## src/rtl/rectangle_light_grid_engine_core_defines.svh

```systemverilog
// Assertion macros for the rectangle light grid engine.
// Included by rlge_back, the RTL file that carries concurrent checks; needs no other file.
`ifndef RECTANGLE_LIGHT_GRID_ENGINE_CORE_DEFINES_SVH
`define RECTANGLE_LIGHT_GRID_ENGINE_CORE_DEFINES_SVH

// Same-cycle implication, checks off while reset is asserted.
`define RLGE_ASSERT_IMPLY(label, clk, rst_n, pre, post) \
	label: assert property (@(posedge clk) disable iff (!rst_n) (pre) |-> (post)) \
		else $error("rlge same-cycle check failed");

// Next-cycle implication, checks off while reset is asserted.
`define RLGE_ASSERT_NEXT(label, clk, rst_n, pre, post) \
	label: assert property (@(posedge clk) disable iff (!rst_n) (pre) |=> (post)) \
		else $error("rlge next-cycle check failed");

`endif

```

## src/rtl/rlge_pkg.sv

```systemverilog
// Shared constants, mode codes and the command word type of the light grid engine.
// Used by the front end, the command queue and the back end; depends on nothing.
`default_nettype none

package rlge_pkg;

	// Grid and field sizes
	localparam int GRID_SIDE   = 1024;
	localparam int BRIGHT_W    = 16;
	localparam int MODE_W      = 2;
	localparam int COORD_W     = 10;
	localparam int LIT_W       = 21;
	localparam int SUM_W       = 36;

	// Derived storage sizes
	localparam int IDX_W       = (GRID_SIDE > 1) ? $clog2(GRID_SIDE) : 1;
	localparam int ADDR_W      = 2 * IDX_W;
	localparam int MEM_DEPTH   = 1 << ADDR_W;
	localparam int CELL_W      = BRIGHT_W + 1;
	localparam logic [31:0] COORD_LIM = 32'(GRID_SIDE - 1);

	// Command queue
	localparam int QUEUE_DEPTH = 2;
	localparam int QPTR_W      = (QUEUE_DEPTH > 1) ? $clog2(QUEUE_DEPTH) : 1;
	localparam int QCNT_W      = $clog2(QUEUE_DEPTH + 1);

	typedef enum logic [MODE_W-1:0] {
		MODE_TOGGLE = 2'd0,
		MODE_ON     = 2'd1,
		MODE_OFF    = 2'd2
	} rlge_mode_t;

	// Classified command: bounds already clamped to the grid
	typedef struct packed {
		rlge_mode_t       mode;
		logic             noop;
		logic [IDX_W-1:0] r0;
		logic [IDX_W-1:0] c0;
		logic [IDX_W-1:0] r1;
		logic [IDX_W-1:0] c1;
	} rlge_cmd_t;

endpackage

`default_nettype wire

```

## src/rtl/rlge_front.sv

```systemverilog
// Front end: classifies an incoming command word and pushes it into the queue.
// Depends on rlge_pkg.
`default_nettype none

module rlge_front (
	input  logic                           cmd_valid,
	output logic                           cmd_stall,
	input  logic [rlge_pkg::MODE_W-1:0]    mode,
	input  logic [rlge_pkg::COORD_W-1:0]   row_start,
	input  logic [rlge_pkg::COORD_W-1:0]   col_start,
	input  logic [rlge_pkg::COORD_W-1:0]   row_end,
	input  logic [rlge_pkg::COORD_W-1:0]   col_end,
	input  logic                           clearing,
	input  logic                           q_full,
	output logic                           push,
	output rlge_pkg::rlge_cmd_t            push_cmd
);
	import rlge_pkg::*;

	logic [31:0] r0_ext;
	logic [31:0] c0_ext;
	logic [31:0] r1_clamp;
	logic [31:0] c1_clamp;
	logic        bad_mode;
	logic        empty;

	// Hold off commands while the grid is being cleared or the queue is full
	assign cmd_stall = q_full | clearing;
	assign push      = cmd_valid & ~cmd_stall;

	// Clamp the end bounds to the grid, flag empty ranges and unused modes
	always_comb begin
		r0_ext   = 32'(row_start);
		c0_ext   = 32'(col_start);
		r1_clamp = (32'(row_end) > COORD_LIM) ? COORD_LIM : 32'(row_end);
		c1_clamp = (32'(col_end) > COORD_LIM) ? COORD_LIM : 32'(col_end);
		bad_mode = !(mode inside {MODE_TOGGLE, MODE_ON, MODE_OFF});
		empty    = (r0_ext > r1_clamp) || (c0_ext > c1_clamp);

		push_cmd.mode = rlge_mode_t'(mode);
		push_cmd.noop = bad_mode | empty;
		push_cmd.r0   = IDX_W'(r0_ext);
		push_cmd.c0   = IDX_W'(c0_ext);
		push_cmd.r1   = IDX_W'(r1_clamp);
		push_cmd.c1   = IDX_W'(c1_clamp);
	end

endmodule

`default_nettype wire

```

## config.mk

```make
export PLATFORM = sky130hd
export DESIGN_NAME = rlge_front
export DESIGN_NICKNAME = d
export VERILOG_FILES = /design/src/rtl/rectangle_light_grid_engine_core_defines.svh /design/src/rtl/rlge_pkg.sv /design/src/rtl/rlge_front.sv
export SDC_FILE = /design/constraint.sdc
export NUM_CORES = 1
export LEC_CHECK = 0
export ABC_AREA = 1
export BUFFER_PORTS_ARGS = -buffer_cell sky130_fd_sc_hd__clkbuf_2
export CAP_MARGIN = 20
export CORE_MARGIN = 3
export CORE_UTILIZATION = 35
export DETAILED_ROUTE_END_ITERATION = 6
export PLACE_DENSITY = 0.88
export SYNTH_ARGS = -nofsm -noshare
export SYNTH_HDL_FRONTEND = slang
export SYNTH_SLANG_ARGS = --single-unit
```

## constraint.sdc

```tcl
create_clock -name vclk -period 1.5
set_input_delay 0.375 -clock vclk [all_inputs]
set_output_delay 0.375 -clock vclk [all_outputs]
set_load 0.005 [all_outputs]
```

==> out/metrics.cfg <==
[flow_run]
drv_cap=0

[floorplan]
die_w_um=57.3
io_pins=90
dieArea_mm2=0.00328
die_h_um=57.3
rows=17
initial_core_util=0.393
core_area_mm2=0.00234

[timing]
worst_slew_pin_slew_ns=0.171
relSlewSlack=0.886
period_minus_slack_ns=1.73
fmax_mhz=579
hold_ws_ns=0.917
hold_viol_final=0
post-route-period-util=1.15
rsz0062_at_grt=true
fin_setup_tns_ns=-0.227
maxSlewViolCount=0
setup_slack_ns=-0.227
setup_viol=1

[global_route]
grt_start_max_net_pins=4
track_usage=0.120
grt_pass1_vias=891
grt_overflow_total=0
antenna_found_initial=0
grt_pass1_wl_mm=3.35

[critical_path]
crit_path_top_delay_cell=ha_4
crit_path_end_kind=output port
worstPathCellList=clkbuf_2, ha_4, nand2_4, nor2_4, nand3_2, nand3_2, nand2_2, nand3_2, clkbuf_2
path_max_fanout=3
cpMostUsedCell=nand3_2
required_ns=1.12
crit_type=in2out
critPathMaxStageDelay_ns=0.29
startpoint_type=input pin
cp.arrival_ns=1.35

[cts]
postCtsHoldBufs=0
cts_setup_buffers=0

[power_and_ir_drop]
netSwitchingFraction=0.471
net-switching-power_mw=0.209
finalPower_mw=0.443
internal_power_mw=0.234
clkPwrFrac=0
irDropWorstVdd_v=0.000165
powerDensity_mw_per_mm2=300
power_frac_comb=1.000
p_seq_frac=0
p_leak_nw=0.856

[synthesis]
synth-compound-area-share=0.0381
synth-adder-area-share=0.272
muxShareOfSynthArea=0
syn_nets=207
synthTopCellsByArea=buf_4 (34%), ha_1 (27%), inv_1 (13%), nand2_1 (11%), nor2_4 (2.4%)
synthCells=142
synth-simple-area-share=0.216
synth_xor_area_frac=0
syn_area_um2=920
synth_top_family_by_area=buffers and inverters
yosysWarnings=0
synth_top_area_share=0.343
synth_area_leader_cell=buf_4
synth_area_per_cell_um2=6.48
ys_seq_area_frac=0
synth_cell_types=15

[detailed_routing]
drtIter0Drc=8
dr.pass1.iters=3
wl_met3_um=227
routed.top_layer=met3
vias_per_cell=4.36
post_drt_wl_per_cell_um=11.1
wl_mm=2.47
drcViolationCount=0
routedLengthMet1_um=765
vias=967
wl_met2_mm=1.47
final_antenna_net_count=0

[placed_design]
gp_congestion=0.669
hpwl_mm=1.90
portBuffers=90

[final_layout]
n_antenna_cell=0
postLayoutCoreUtil=0.632
seq_cell_count=0
drive_gt1_frac=0.799
area_growth_syn_to_layout_pct=60.7
regArea_um2=0
nets=261
clkbuf_count=0

[status]
violations=setup timing
status=complete, but fails checks

[worst_hold_path]
min_path_type=in2out
holdPathStages=2
worstHoldEndpoint=push_cmd[9]
hold_start=col_end[9]

-- worst max-delay path, delay by kind of cell --
family	cells	cell delay, ns
and+or+nand+nor	6	0.45
adders and majority gates	1	0.29
buffers and inverters	2	0.23
-- layout make-up --
| class | count | area [µm²] |
|---|---|---|
| inverter | 32 | 128 |
| timing repair buffer | 94 | 544 |
| tap | 28 | 35.0 |
| multi-input combinational | 68 | 771 |
| fill | 209 | 862 |
-- power by group through the flow --
stage / clock network (mW) / registers (mW) / logic, mW
after floorplan: 0 / 0 / 0.220
after global placement: 0 / 0 / 0.304
after detailed placement: 0 / 0 / 0.311
after CTS: 0 / 0 / 0.345
after global routing: 0 / 0 / 0.491
final: 0 / 0 / 0.443
-- metal layers --
layer	up-vias	GRT usage
li1	500	-
met1	415	0.127
met2	52	0.266
met3	0	0.00679
met4	0	0
met5	-	0
-- through the flow --
step           worst slack (ns)  area (µm²)  std cells
2_1_floorplan           0.00358         957        142
3_3_place_gp             -0.279        1160        222
3_5_place_dp             -0.302        1160        222
4_1_cts                  -0.246        1250        222
5_1_grt                  -0.289        1480        222
6_report                 -0.227        1480        222
-- kinds of logic (layout without fill, tap and decap cells) --
kind of cell / Yosys count / in the layout
compound gates: 6 / 6
simple gates: 42 / 42
buf+inv: 74 / 126
fa+ha+maj: 20 / 20
-- repair_timing --
action                                  4_1_cts  5_1_grt
gates cloned                                  0        0
hold endpoints to repair                      0        0
endpoints found under the setup margin        1        1
gates resized for setup                      17       60
pin swaps                                    18       28
-- how the worst max path moves through the flow --
stage | slack, ns | cells after the start | endpoint | from
6_report | -0.23 | 9 | push_cmd[40] | col_start[9]
5_1_grt | -0.29 | 9 | push_cmd[40] | col_start[9]
4_1_cts | -0.25 | 10 | push_cmd[40] | col_end[4]
3_5_place_dp | -0.30 | 10 | push_cmd[40] | col_end[5]
3_3_place_gp | -0.28 | 10 | push_cmd[40] | row_end[8]
2_1_floorplan | 0.004 | 8 | push_cmd[40] | row_end[8]
-- layout by cell type, fill, tap and decap left out, types with 3 or more instances in the layout --
| cell type | n |
|---|---|
| nand3_2 | 5 |
| inv_4 | 3 |
| buf_6 | 7 |
| a21oi_2 | 3 |
| inv_1 | 15 |
| inv_2 | 14 |
| clkbuf_2 | 79 |
| nand2_4 | 4 |
| ha_1 | 5 |
| ha_4 | 15 |
| nor2_4 | 4 |
| nand2_2 | 11 |
| nand2_1 | 13 |
| buf_4 | 4 |
-- synthesized netlist by cell type, drive strengths merged --
| cell | instances |
|---|---|
| buf | 42 |
| inv | 32 |
| nand2 | 28 |
| ha | 20 |
| nor2 | 6 |
| nand3 | 5 |
| a21oi | 4 |
| nand4 | 2 |
| a21o | 1 |
| o21bai | 1 |
| or2 | 1 |
(Power assumes the default switching activity.)
