<file path="src/rtl/rectangle_light_grid_engine_core_defines.svh">
// Assertion macros for the rectangle light grid engine.
// Included by rlge_back, the RTL file that carries concurrent checks; needs no other file.
`ifndef RECTANGLE_LIGHT_GRID_ENGINE_CORE_DEFINES_SVH
`define RECTANGLE_LIGHT_GRID_ENGINE_CORE_DEFINES_SVH

// Same-cycle implication, checks off while reset is asserted.
`define RLGE_ASSERT_IMPLY(label, clk, rst_n, pre, post) \
	label: assert property (@(posedge clk) disable iff (!rst_n) (pre) |-> (post)) \
		else $error("rlge same-cycle check failed");

// Next-cycle implication, checks off while reset is asserted.
`define RLGE_ASSERT_NEXT(label, clk, rst_n, pre, post) \
	label: assert property (@(posedge clk) disable iff (!rst_n) (pre) |=> (post)) \
		else $error("rlge next-cycle check failed");

`endif

</file>
<file path="src/rtl/rlge_pkg.sv">
// Shared constants, mode codes and the command word type of the light grid engine.
// Used by the front end, the command queue and the back end; depends on nothing.
`default_nettype none

package rlge_pkg;

	// Grid and field sizes
	localparam int GRID_SIDE   = 1024;
	localparam int BRIGHT_W    = 16;
	localparam int MODE_W      = 2;
	localparam int COORD_W     = 10;
	localparam int LIT_W       = 21;
	localparam int SUM_W       = 36;

	// Derived storage sizes
	localparam int IDX_W       = (GRID_SIDE > 1) ? $clog2(GRID_SIDE) : 1;
	localparam int ADDR_W      = 2 * IDX_W;
	localparam int MEM_DEPTH   = 1 << ADDR_W;
	localparam int CELL_W      = BRIGHT_W + 1;
	localparam logic [31:0] COORD_LIM = 32'(GRID_SIDE - 1);

	// Command queue
	localparam int QUEUE_DEPTH = 2;
	localparam int QPTR_W      = (QUEUE_DEPTH > 1) ? $clog2(QUEUE_DEPTH) : 1;
	localparam int QCNT_W      = $clog2(QUEUE_DEPTH + 1);

	typedef enum logic [MODE_W-1:0] {
		MODE_TOGGLE = 2'd0,
		MODE_ON     = 2'd1,
		MODE_OFF    = 2'd2
	} rlge_mode_t;

	// Classified command: bounds already clamped to the grid
	typedef struct packed {
		rlge_mode_t       mode;
		logic             noop;
		logic [IDX_W-1:0] r0;
		logic [IDX_W-1:0] c0;
		logic [IDX_W-1:0] r1;
		logic [IDX_W-1:0] c1;
	} rlge_cmd_t;

endpackage

`default_nettype wire

</file>
<file path="src/rtl/rlge_queue.sv">
// Short command queue between the front end and the back end.
// Depends on rlge_pkg.
`default_nettype none

module rlge_queue (
	input  logic                clk,
	input  logic                arst_n,
	input  logic                push,
	input  rlge_pkg::rlge_cmd_t push_cmd,
	output logic                full,
	input  logic                pop,
	output logic                not_empty,
	output rlge_pkg::rlge_cmd_t pop_cmd
);
	import rlge_pkg::*;

	rlge_cmd_t          entries_q [QUEUE_DEPTH];
	logic [QPTR_W-1:0]  wr_ptr_q;
	logic [QPTR_W-1:0]  rd_ptr_q;
	logic [QCNT_W-1:0]  count_q;
	logic [QPTR_W-1:0]  wr_ptr_nxt;
	logic [QPTR_W-1:0]  rd_ptr_nxt;
	logic               do_push;
	logic               do_pop;

	assign full      = (count_q == QCNT_W'(QUEUE_DEPTH));
	assign not_empty = (count_q != '0);
	assign pop_cmd   = entries_q[rd_ptr_q];
	assign do_push   = push & ~full;
	assign do_pop    = pop & not_empty;

	// Wrap the pointers at the queue depth
	always_comb begin
		wr_ptr_nxt = (32'(wr_ptr_q) == QUEUE_DEPTH - 1) ? '0 : wr_ptr_q + QPTR_W'(1);
		rd_ptr_nxt = (32'(rd_ptr_q) == QUEUE_DEPTH - 1) ? '0 : rd_ptr_q + QPTR_W'(1);
	end

	// Store the pushed word
	always_ff @(posedge clk) begin
		if (do_push) begin
			entries_q[wr_ptr_q] <= push_cmd;
		end
	end

	// Advance pointers and fill count
	always_ff @(posedge clk or negedge arst_n) begin
		if (!arst_n) begin
			wr_ptr_q <= '0;
			rd_ptr_q <= '0;
			count_q  <= '0;
		end else begin
			if (do_push) begin
				wr_ptr_q <= wr_ptr_nxt;
			end
			if (do_pop) begin
				rd_ptr_q <= rd_ptr_nxt;
			end
			if (do_push && !do_pop) begin
				count_q <= count_q + QCNT_W'(1);
			end else if (do_pop && !do_push) begin
				count_q <= count_q - QCNT_W'(1);
			end
		end
	end

endmodule

`default_nettype wire

</file>
<file path="config.mk">
export PLATFORM = sky130hd
export DESIGN_NAME = rlge_queue
export DESIGN_NICKNAME = d
export VERILOG_FILES = /design/src/rtl/rectangle_light_grid_engine_core_defines.svh /design/src/rtl/rlge_pkg.sv /design/src/rtl/rlge_queue.sv
export SDC_FILE = /design/constraint.sdc
export NUM_CORES = 1
export LEC_CHECK = 0
export ABC_CLOCK_PERIOD_IN_PS = 3700
export BUFFER_PORTS_ARGS = -buffer_cell sky130_fd_sc_hd__clkbuf_2
export CORE_MARGIN = 3
export CORE_UTILIZATION = 40
export CTS_CLUSTER_DIAMETER = 60
export CTS_CLUSTER_SIZE = 30
export DETAILED_ROUTE_END_ITERATION = 16
export MAX_ROUTING_LAYER = met4
export SYNTH_ARGS = -nofsm -noshare
export SYNTH_HDL_FRONTEND = slang
export SYNTH_SLANG_ARGS = --single-unit
export TNS_END_PERCENT = 10
</file>
<file path="constraint.sdc">
create_clock -name clk -period 3.7 [get_ports clk]
set_input_delay 0.37 -clock clk [delete_from_list [all_inputs] [get_ports clk]]
set_output_delay 0.37 -clock clk [all_outputs]
set_load 0.05 [all_outputs]
</file>
==> impl_metrics.tcl, run 1 <==
set metrics [dict create \
    nets 302 \
    die_h_um 99.61 \
    drive_gt1_share_pct 59.46 \
    stdcell_count 364 \
    post-route-util_pct 50.68 \
    tightest_slew_ns 1.047 \
    fillCellCount 717 \
    core_mm2 0.008382 \
    cts_htree_levels 3 \
    syn_area_mm2 0.003505 \
    grt_pass1_wl_um 8818 \
    grt_pass1_vias 1815 \
    fin_skew_ns 0.01237 \
    grt_max_degree 44 \
    critPathTopFamily "buffers and inverters" \
    synth_top_area_share_pct 73.69 \
    clk_pin_slew_ns 0.09 \
    maxCapViolations 0 \
    routed_wl_um 5589 \
    timing.fmax_ghz 0.4510 \
    path_buf_inv 2 \
    ys_seq_area_share_pct 76.54 \
    overflow 0 \
    crit_fanout 18 \
    period_share_pct 59.93 \
    critical_path_class "flip-flop to output pin" \
    synth-edff-count 86 \
    hold_path.class "input port to flip-flop" \
    crit_arrival_ns 1.85 \
    die_area_mm2 0.009921 \
    vias_per_cell 4.541 \
    grtUsageTotal_pct 12.05 \
    start_kind "flip-flop" \
    place_area_mm2 0.004033 \
    grt_setup_unrepaired "no" \
    synth_nets 201 \
    numCtsBuffers 9 \
    clockRootBuffer "clkbuf_8" \
    cts_tree "built" \
    port_buffers 91 \
    endpoint_kind "output pin" \
    ant_nets 0 \
    synth_seq_cells 90 \
    place_hpwl_um 3748 \
    synth_area_leaders "edfxtp_1 (74%), mux2_4 (17%), dfrtp_1 (2.9%), buf_12 (2.3%), mux2_2 (1.3%)" \
    p_leak_nw 1.740 \
    gp_congestion 0.6904 \
    cts_sinks 90 \
    setup_viol 0 \
    synth.avg_cell_area_um2 22.91 \
    clock_path_buffers 2 \
    ys.warnings.count 0 \
    drtIter0Drc 50 \
    post_cts_resized 0 \
    finalHoldWorstSlack_ns 0.2162 \
    antenna_cells 0 \
    cpPeakStageDelay_ns 0.55 \
    area_growth_pct 21.21 \
    routedWlPerCell_um 15.35 \
    status "finished, final reports clean" \
    maxSlewHeadroom_pct 30.20 \
    min_period_ns 2.217 \
    drv_slew 0 \
    critPathRequiredTime_ns 3.33 \
    peakVddDrop_mv 0.7871 \
    ys_types 16 \
    fp.dieW_um 99.61 \
    synth_flop_cell "edfxtp_1" \
    synth_common_cells "edfxtp_1 (86), mux2_4 (39), buf_12 (4), dfrtp_1 (4), mux2_2 (4)" \
    hold_violations 0 \
    async_flop_share_pct 4.444 \
    num_vias 1653 \
    std_cell_rows 33 \
    drcViolationCount 0 \
    tns_ns 0 \
    cp_slowest_cell "dfrtp_2" \
    first_pass_iters 4 \
    final_area_mm2 0.004248 \
    clk_latency_ns 0.34 \
    start_util_pct 41.81 \
    pin_count 92 \
    numPlacedInstances 347 \
    synth_most_common_cell "edfxtp_1" \
    powerDensity_mw_per_mm2 929.0 \
    antenna_found_initial 0 \
    syn_inst 153 \
    yosysTopAreaCell "edfxtp_1" \
    path_cells "buf_4 > mux2_4 > clkbuf_2" \
]
[repair_timing]
| action | 4_1_cts | 5_1_grt |
|---|---|---|
| hold buffers | 1 | 0 |
| hold endpoints to repair | 4 | 0 |
| setup buffers | 0 | 0 |
[layout by cell type (no fill, tap or decap), drive strengths merged]
| cell type | synthesis | layout |
|---|---|---|
| clkbuf | 0 | 103 |
| edfxtp | 86 | 86 |
| mux2 | 43 | 43 |
| dfrtp | 4 | 4 |
| xnor2 | 3 | 3 |
| buf | 5 | 3 |
| inv | 2 | 2 |
| xor2 | 2 | 2 |
| bufinv | 0 | 2 |
| clkinv | 0 | 2 |
| nand2 | 2 | 2 |
| nor2 | 2 | 2 |
| or2 | 1 | 1 |
| nand2b | 1 | 1 |
| and3 | 1 | 1 |
| ha | 1 | 1 |
| dlygate4sd3 | 0 | 1 |
[final timing paths]
| kind | startpoint | end | slack, ns | cells after the start |
|---|---|---|---|---|
| setup / recovery | rd_ptr_q | pop_cmd[24] | 1.48 | 3 |
| hold / removal | push_cmd[32] | entries_q[1][32] | 0.22 | 1 |
| setup reg to reg | count_q[0] | entries_q[0][28] | 1.65 | 4 |
| hold reg to reg | count_q[1] | count_q[1] | 0.50 | 1 |
| max in group asynchronous | arst_n | rd_ptr_q | 3.17 | 2 |
| min in group asynchronous | arst_n | count_q[1] | 0.37 | 2 |
[cell type report]
cell class              instances  area [um2]  area share (%)
clock inverters                 4       70.07           1.649
multi-input cells              56       732.0           17.23
repair buffers                 95       488.0           11.49
inverters                       2       7.507          0.1767
well taps                     105       131.4           3.093
flip-flops and latches         90        2684           63.18
clock buffers                  12       135.1           3.181
[metal layers]
layer  track usage, %  vias up  part of all wire, %
li1                 -      791                    -
met1            14.93      804                   43
met2            19.42       51                   51
met3            2.595        7                  4.8
met4            4.727        0                 0.97
met5                -        -                    0
[report_power, final]
group	switching [mW]	leakage [nW]	internal [mW]	total, mW
clock network	0.306	0.104	0.380	0.686
logic	1.22	0.791	0.557	1.77
registers	0.0882	0.845	1.40	1.49
[sequential cells by signal (all words and copies together), names as in the netlist]
signal and cells:
count_q 2, entries_q 86, rd_ptr_q 1, wr_ptr_q 1
[metrics by stage]
step / setup slack (ns) / total power, mW
after floorplan: 0.8247 / 3.055
after global placement: 1.659 / 3.305
after detailed placement: 1.613 / 3.314
after CTS: 1.439 / 4.002
after global routing: 1.386 / 4.129
final: 1.483 / 3.946
[logic make-up after synthesis]
| group | Yosys count | synth area share (%) |
|---|---|---|
| xor gates and xnor gates | 5 | 1.250 |
| and+or+nand+nor | 7 | 1.036 |
| DFF | 90 | 76.54 |
| muxes | 43 | 17.99 |
| buffers and inverters | 7 | 2.821 |
| adders and majority gates | 1 | 0.3570 |
Note: power is estimated with default switching activity, not from simulation.
==> inputs of run 2 (changes only) <==
--- a/config.mk
+++ b/config.mk
@@ -5,7 +5,8 @@
 export SDC_FILE = /design/constraint.sdc
 export NUM_CORES = 1
 export LEC_CHECK = 0
-export ABC_CLOCK_PERIOD_IN_PS = 3700
+export ABC_AREA = 1
+export ABC_CLOCK_PERIOD_IN_PS = 2100
 export BUFFER_PORTS_ARGS = -buffer_cell sky130_fd_sc_hd__clkbuf_2
 export CORE_MARGIN = 3
 export CORE_UTILIZATION = 40
==> constraint.sdc (replaced) <==
create_clock -name clk -period 2.1 [get_ports clk]
set_input_delay 0.21 -clock clk [delete_from_list [all_inputs] [get_ports clk]]
set_output_delay 0.21 -clock clk [all_outputs]
set_load 0.05 [all_outputs]
==> run 2 against run 1 <==
Against the previous run: synthesized cell count grew 67%; non-clock buffer count is 3 higher; final area fell by 1.3%; first-iteration DRC count rose by 26%; die area decreased by 1.8%; critical endpoint is now pop_cmd[7]; highest routed layer unchanged.
==> impl_metrics.tcl, run 2 <==
set metrics [dict create \
    status "finished, final reports clean" \
    tightest_slew_ns 0.4188 \
    yosys.area_share.simple_pct 17.33 \
    synth_most_common_cell "nand2_1" \
    largestRegisters "entries_q (86), count_q (2)" \
    synth_fa_ha_area_share_pct 0.3642 \
    synth_seq_cells 90 \
    drtIter0Drc 63 \
    grt_max_degree 45 \
    routedWlPerCell_um 12.82 \
    endpoint_kind "output pin" \
    ant_nets 0 \
    post_cts_resized 0 \
    critPathRequiredTime_ns 1.89 \
    grt_pass1_wl_um 9384 \
    crit_arrival_ns 1.57 \
    synth-edff-count 86 \
    ys_seq_area_share_pct 78.08 \
    layout_commonest_cell "nand2_1" \
    layout_common_cells "nand2_1 (127), clkbuf_2 (91), edfxtp_1 (86)" \
    synth_top_family_by_area "simple AND/OR/NAND/NOR gates" \
    die_area_mm2 0.009738 \
    crit_fanout 26 \
    overflow 0 \
    path_buf_inv 2 \
    fp.dieW_um 98.68 \
    grtUsageTotal_pct 12.91 \
    largest_register_ffs 86 \
    fillCellCount 745 \
    syn_inst 256 \
    cts_htree_levels 3 \
    synthXorXnorAreaFrac_pct 0.2549 \
    cts_sinks 90 \
    synthMuxAreaShare_pct 0 \
    vias_per_cell 4.536 \
    synth_nets 304 \
    cp_slowest_cell "dfrtp_2" \
    place_hpwl_um 3927 \
    syn_area_mm2 0.003436 \
    core_mm2 0.008299 \
    ys_types 18 \
    gp_congestion 0.8495 \
    period_share_pct 84.83 \
    seq_area_mm2 0.002684 \
    ys.warnings.count 0 \
    crit_top_cell "nand2_1" \
    synth_compound_area_share_pct 0.1457 \
    maxSlewHeadroom_pct 71.79 \
    cts_setup_buffers 0 \
    numPlacedInstances 449 \
    port_buffers 91 \
    antenna_found_initial 0 \
    clockRootBuffer "clkbuf_8" \
    synth_area_leaders "edfxtp_1 (75%), nand2_1 (14%), dfrtp_1 (2.9%), nand2_2 (2.4%), buf_6 (1.6%)" \
    first_pass_iters 4 \
    nets 404 \
    fin_skew_ns 0.004642 \
    clk_latency_ns 0.35 \
    synth_flop_cell "edfxtp_1" \
    antenna_cells 0 \
    cts_tree "built" \
    stdcell_count 466 \
    critPathTopFamily "buffers and inverters" \
    critical_path_class "flip-flop to output pin" \
    grt_pass1_vias 2013 \
    path_cells "buf_4 > nand2_1 > nand2_1 > clkbuf_2" \
    numCtsBuffers 9 \
    hold_path.class "input port to flip-flop" \
    multi_input_area_um2 629.4 \
    timing.fmax_ghz 0.5613 \
    start_util_pct 41.40 \
    std_cell_rows 33 \
    grt_setup_unrepaired "no" \
    cpPeakStageDelay_ns 0.43 \
    synth_top_area_share_pct 75.16 \
    async_flop_share_pct 4.444 \
    yosysTopAreaCell "edfxtp_1" \
    start_kind "flip-flop" \
    setup_viol 0 \
    synth.avg_cell_area_um2 13.42 \
    maxCapViolations 0 \
    synth_common_cells "nand2_1 (127), edfxtp_1 (86), nand2_2 (13), inv_1 (6), buf_6 (5)" \
    pin_count 92 \
    clk_pin_slew_ns 0.09 \
    tns_ns 0 \
    num_vias 2114 \
    die_h_um 98.68 \
    clock_path_buffers 2 \
    min_period_ns 1.781 \
    routed_wl_um 5974 \
    area_growth_pct 22.03 \
    drive_gt1_share_pct 36.84 \
    hold_violations 0 \
    drcViolationCount 0 \
    drv_slew 0 \
    largest_register "entries_q" \
]
==> run 2: path summary, 6_finish.rpt <==
check | startpoint | end | slack, ns | cells past startpoint
max in group asynchronous | arst_n | rd_ptr_q | 1.76 | 2
worst max-delay path | rd_ptr_q | pop_cmd[7] | 0.32 | 4
worst min register to register | count_q[1] | count_q[1] | 0.48 | 2
min in group asynchronous | arst_n | count_q[0] | 0.20 | 2
worst min-delay path | push_cmd[33] | entries_q[0][33] | 0.04 | 1
worst max register to register | count_q[1] | entries_q[1][40] | 0.60 | 4
==> run 2: logic make-up (layout without fill, tap and decap cells) <==
family / Yosys count / after routing
buffers and inverters: 17 / 122
AND/OR/NAND/NOR: 146 / 146
AO/OA/AOI/OAI: 1 / 1
adder cells (fa/ha/maj): 1 / 1
XOR/XNOR: 1 / 1
flip-flops: 90 / 90
==> run 2: timing repair <==
item                                    CTS  global route
endpoints found under the setup margin    0             0
hold buffers                              1             0
endpoints found under the hold margin     4             0
==> run 2: layout make-up <==
class	count	area share (%)
multi-input combinational	149	15.01
inverter	8	0.8953
clock inverter	7	1.820
tap	105	3.133
clock buffer	9	2.954
timing repair buffer	98	12.18
sequential	90	64.01
==> run 2: stage by stage <==
step | instance area, um2 | hold slack (ns) | setup slack, ns | utilization (%)
after floorplan | 3443 | -0.08559 | 0.06229 | -
after global placement | 3983 | 0.02644 | 0.6402 | 47.99
after detailed placement | 3983 | 0.02763 | 0.5826 | 47.99
after CTS | 4193 | 0.02986 | 0.2578 | 50.52
after global routing | 4193 | 0.03274 | 0.2253 | 50.52
final | 4193 | 0.04459 | 0.3186 | 50.52
==> run 2: routing by layer <==
| metal | up-vias | GRT usage [%] | part of all wire [%] |
|---|---|---|---|
| met3 | 11 | 3.114 | 5.4 |
| met5 | - | - | 0 |
| li1 | 1054 | - | - |
| met4 | 0 | 5.252 | 1.8 |
| met1 | 979 | 14.87 | 43 |
| met2 | 70 | 21.74 | 49 |
==> run 2: worst reg2reg max path, delay by kind of cell, from the launching register on <==
kind / cells / cell delay [ns]
buffers and inverters: 2 / 0.48
AOI/OAI and AO/OA: 1 / 0.18
DFF: 1 / 0.38
and+or+nand+nor: 1 / 0.13
Power of run 2 is left out: the tool's default activity adds up to more than one toggle a clock period on the data nets, which glitch-free logic cannot reach.
==> inputs of run 3 (changes only) <==
--- a/config.mk
+++ b/config.mk
@@ -6,7 +6,7 @@
 export NUM_CORES = 1
 export LEC_CHECK = 0
 export ABC_AREA = 1
-export ABC_CLOCK_PERIOD_IN_PS = 2100
+export ABC_CLOCK_PERIOD_IN_PS = 1780
 export BUFFER_PORTS_ARGS = -buffer_cell sky130_fd_sc_hd__clkbuf_2
 export CORE_MARGIN = 3
 export CORE_UTILIZATION = 40
==> constraint.sdc (replaced) <==
create_clock -name clk -period 1.78 [get_ports clk]
set_input_delay 0.178 -clock clk [delete_from_list [all_inputs] [get_ports clk]]
set_output_delay 0.178 -clock clk [all_outputs]
set_load 0.05 [all_outputs]
==> run 3 against run 2 <==
Against the previous run: clock skew rose by 0.0015 ns; first-iteration DRC count grew 41%; setup slack got worse by 0.24 ns; non-clock buffer count grew 12; final cell count rose by 2.6%; worst hold slack got worse by 0.026 ns; count of clock-buffer cells in the layout is 1 higher.
==> impl_metrics.tcl, run 3 (synthesis results as in run 2) <==
set metrics [dict create \
    core_mm2 0.008299 \
    maxSlewHeadroom_pct 66.31 \
    die_h_um 98.68 \
    area_growth_pct 27.60 \
    stdcell_count 478 \
    grt_setup_unrepaired "yes" \
    timing.fmax_ghz 0.5870 \
    cpPeakStageDelay_ns 0.50 \
    cts_tree "built" \
    final_area_mm2 0.004384 \
    path_cells "buf_12 > nand2_1 > nand2_1 > buf_2" \
    critPathTopFamily "flip-flops" \
    tns_ns 0 \
    switching_share_pct 46.66 \
    nets 416 \
    clock_path_buffers 2 \
    pin_count 92 \
    critical_path_class "flip-flop to output pin" \
    cts_sinks 90 \
    clk_pin_slew_ns 0.08 \
    setup_viol 0 \
    port_buffers 91 \
    numPlacedInstances 448 \
    die_area_mm2 0.009738 \
    tightest_slew_ns 0.5001 \
    hold_violations 0 \
    crit_fanout 35 \
    start_kind "flip-flop" \
    clkPwrFrac_pct 17.2 \
    layout_common_cells "nand2_1 (127), edfxtp_1 (86), clkbuf_2 (69)" \
    p_seq_share_pct 35.6 \
    cp_slowest_cell "dfrtp_2" \
    largestRegisters "entries_q (86), count_q (2)" \
    cts_htree_levels 3 \
    drive_gt1_share_pct 35.66 \
    vias_per_cell 4.448 \
    largest_register_ffs 86 \
    antenna_cells 0 \
    path_buf_inv 2 \
    antenna_found_initial 0 \
    internal_power_mw 4.580 \
    maxCapViolations 0 \
    num_vias 2126 \
    status "finished, final reports clean" \
    grt_pass1_wl_um 10270 \
    drtIter0Drc 89 \
    std_cell_rows 33 \
    grtUsageTotal_pct 14.13 \
    fin_skew_ns 0.006171 \
    overflow 0 \
    fillCellCount 720 \
    place_area_mm2 0.004013 \
    endpoint_kind "output pin" \
    netSwitchingPower_mw 4.007 \
    routed_wl_um 6374 \
    hold_path.class "input port to flip-flop" \
    p_leak_nw 1.902 \
    critPathRequiredTime_ns 1.60 \
    crit_arrival_ns 1.53 \
    ant_nets 0 \
    min_period_ns 1.703 \
    layout_commonest_cell "nand2_1" \
    powerDensity_mw_per_mm2 1959 \
    peakVddDrop_mv 1.135 \
    place_hpwl_um 4105 \
    largest_register "entries_q" \
    clockRootBuffer "clkbuf_8" \
    start_util_pct 41.40 \
    crit_top_cell "nand2_1" \
    clk_latency_ns 0.35 \
    period_share_pct 95.70 \
    grt_max_degree 45 \
    routedWlPerCell_um 13.33 \
    first_pass_iters 4 \
    seq_area_mm2 0.002684 \
    fp.dieW_um 98.68 \
    numCtsBuffers 9 \
    multi_input_area_um2 629.4 \
    grt_pass1_vias 2154 \
    drcViolationCount 0 \
    drv_slew 0 \
    gp_congestion 0.7972 \
    combinationalPowerShare_pct 47.2 \
]
==> run 3: through the flow <==
| stage | utilization (%) | setup WS, ns | total power, mW | hold slack [ns] |
|---|---|---|---|---|
| global placement | 48.35 | 0.2975 | 7.090 | -0.003704 |
| finish | 52.83 | 0.07654 | 8.587 | 0.01819 |
| global route | 52.83 | -0.0001239 | 9.068 | 0.0001378 |
| floorplan | - | -0.2577 | 6.235 | -0.1176 |
| CTS | 51.95 | 0.02806 | 8.671 | 0.0001879 |
| detailed placement | 48.35 | 0.3026 | 7.123 | -0.0005874 |
==> run 3: routing by layer <==
layer  up-vias  global-route usage [%]  share of wire (%)  routed length, um
li1       1074                       -                  -                  -
met3         6                   5.166                5.9                377
met1       972                   16.82                 44               2820
met4         0                   3.466               0.67                 43
met5         -                       -                  0                  0
met2        74                   23.04                 49               3132
==> run 3: power by group through the flow <==
stage / clock (mW) / sequential, mW / combinational, mW
2_1_floorplan: 0 / 3.05 / 3.18
3_3_place_gp: 0 / 3.10 / 3.99
3_5_place_dp: 0 / 3.12 / 4.01
4_1_cts: 1.53 / 3.06 / 4.08
5_1_grt: 1.62 / 3.10 / 4.35
6_report: 1.48 / 3.05 / 4.05
==> run 3: worst paths after layout <==
kind                         startpoint                to  slack, ns  cells past startpoint
max                            rd_ptr_q        pop_cmd[1]       0.08                      4
max reg2reg                  count_q[1]  entries_q[1][13]       0.30                      4
min in group asynchronous        arst_n        count_q[1]       0.17                      2
min reg2reg                  count_q[1]        count_q[1]       0.48                      2
max in group asynchronous        arst_n          rd_ptr_q       1.46                      2
min                        push_cmd[14]  entries_q[0][14]       0.02                      1
==> run 3: layout make-up <==
type                       instances  share of cell area, %
clock buffer                      10                  2.911
sequential                        90                  61.22
clock inverter                     6                  2.083
multi-input combinational        149                  14.36
inverter                           8                 0.9703
timing repair buffer             110                  15.47
tap                              105                  2.997
==> run 3: timing repair <==
item                                    in CTS  in global routing
hold endpoints to repair                    14                 11
pin swaps                                    0                  0
hold buffers                                 6                  6
setup buffers                                2                  0
gates cloned                                 0                  0
endpoints found under the setup margin      39                 22
resized for setup                            1                 27
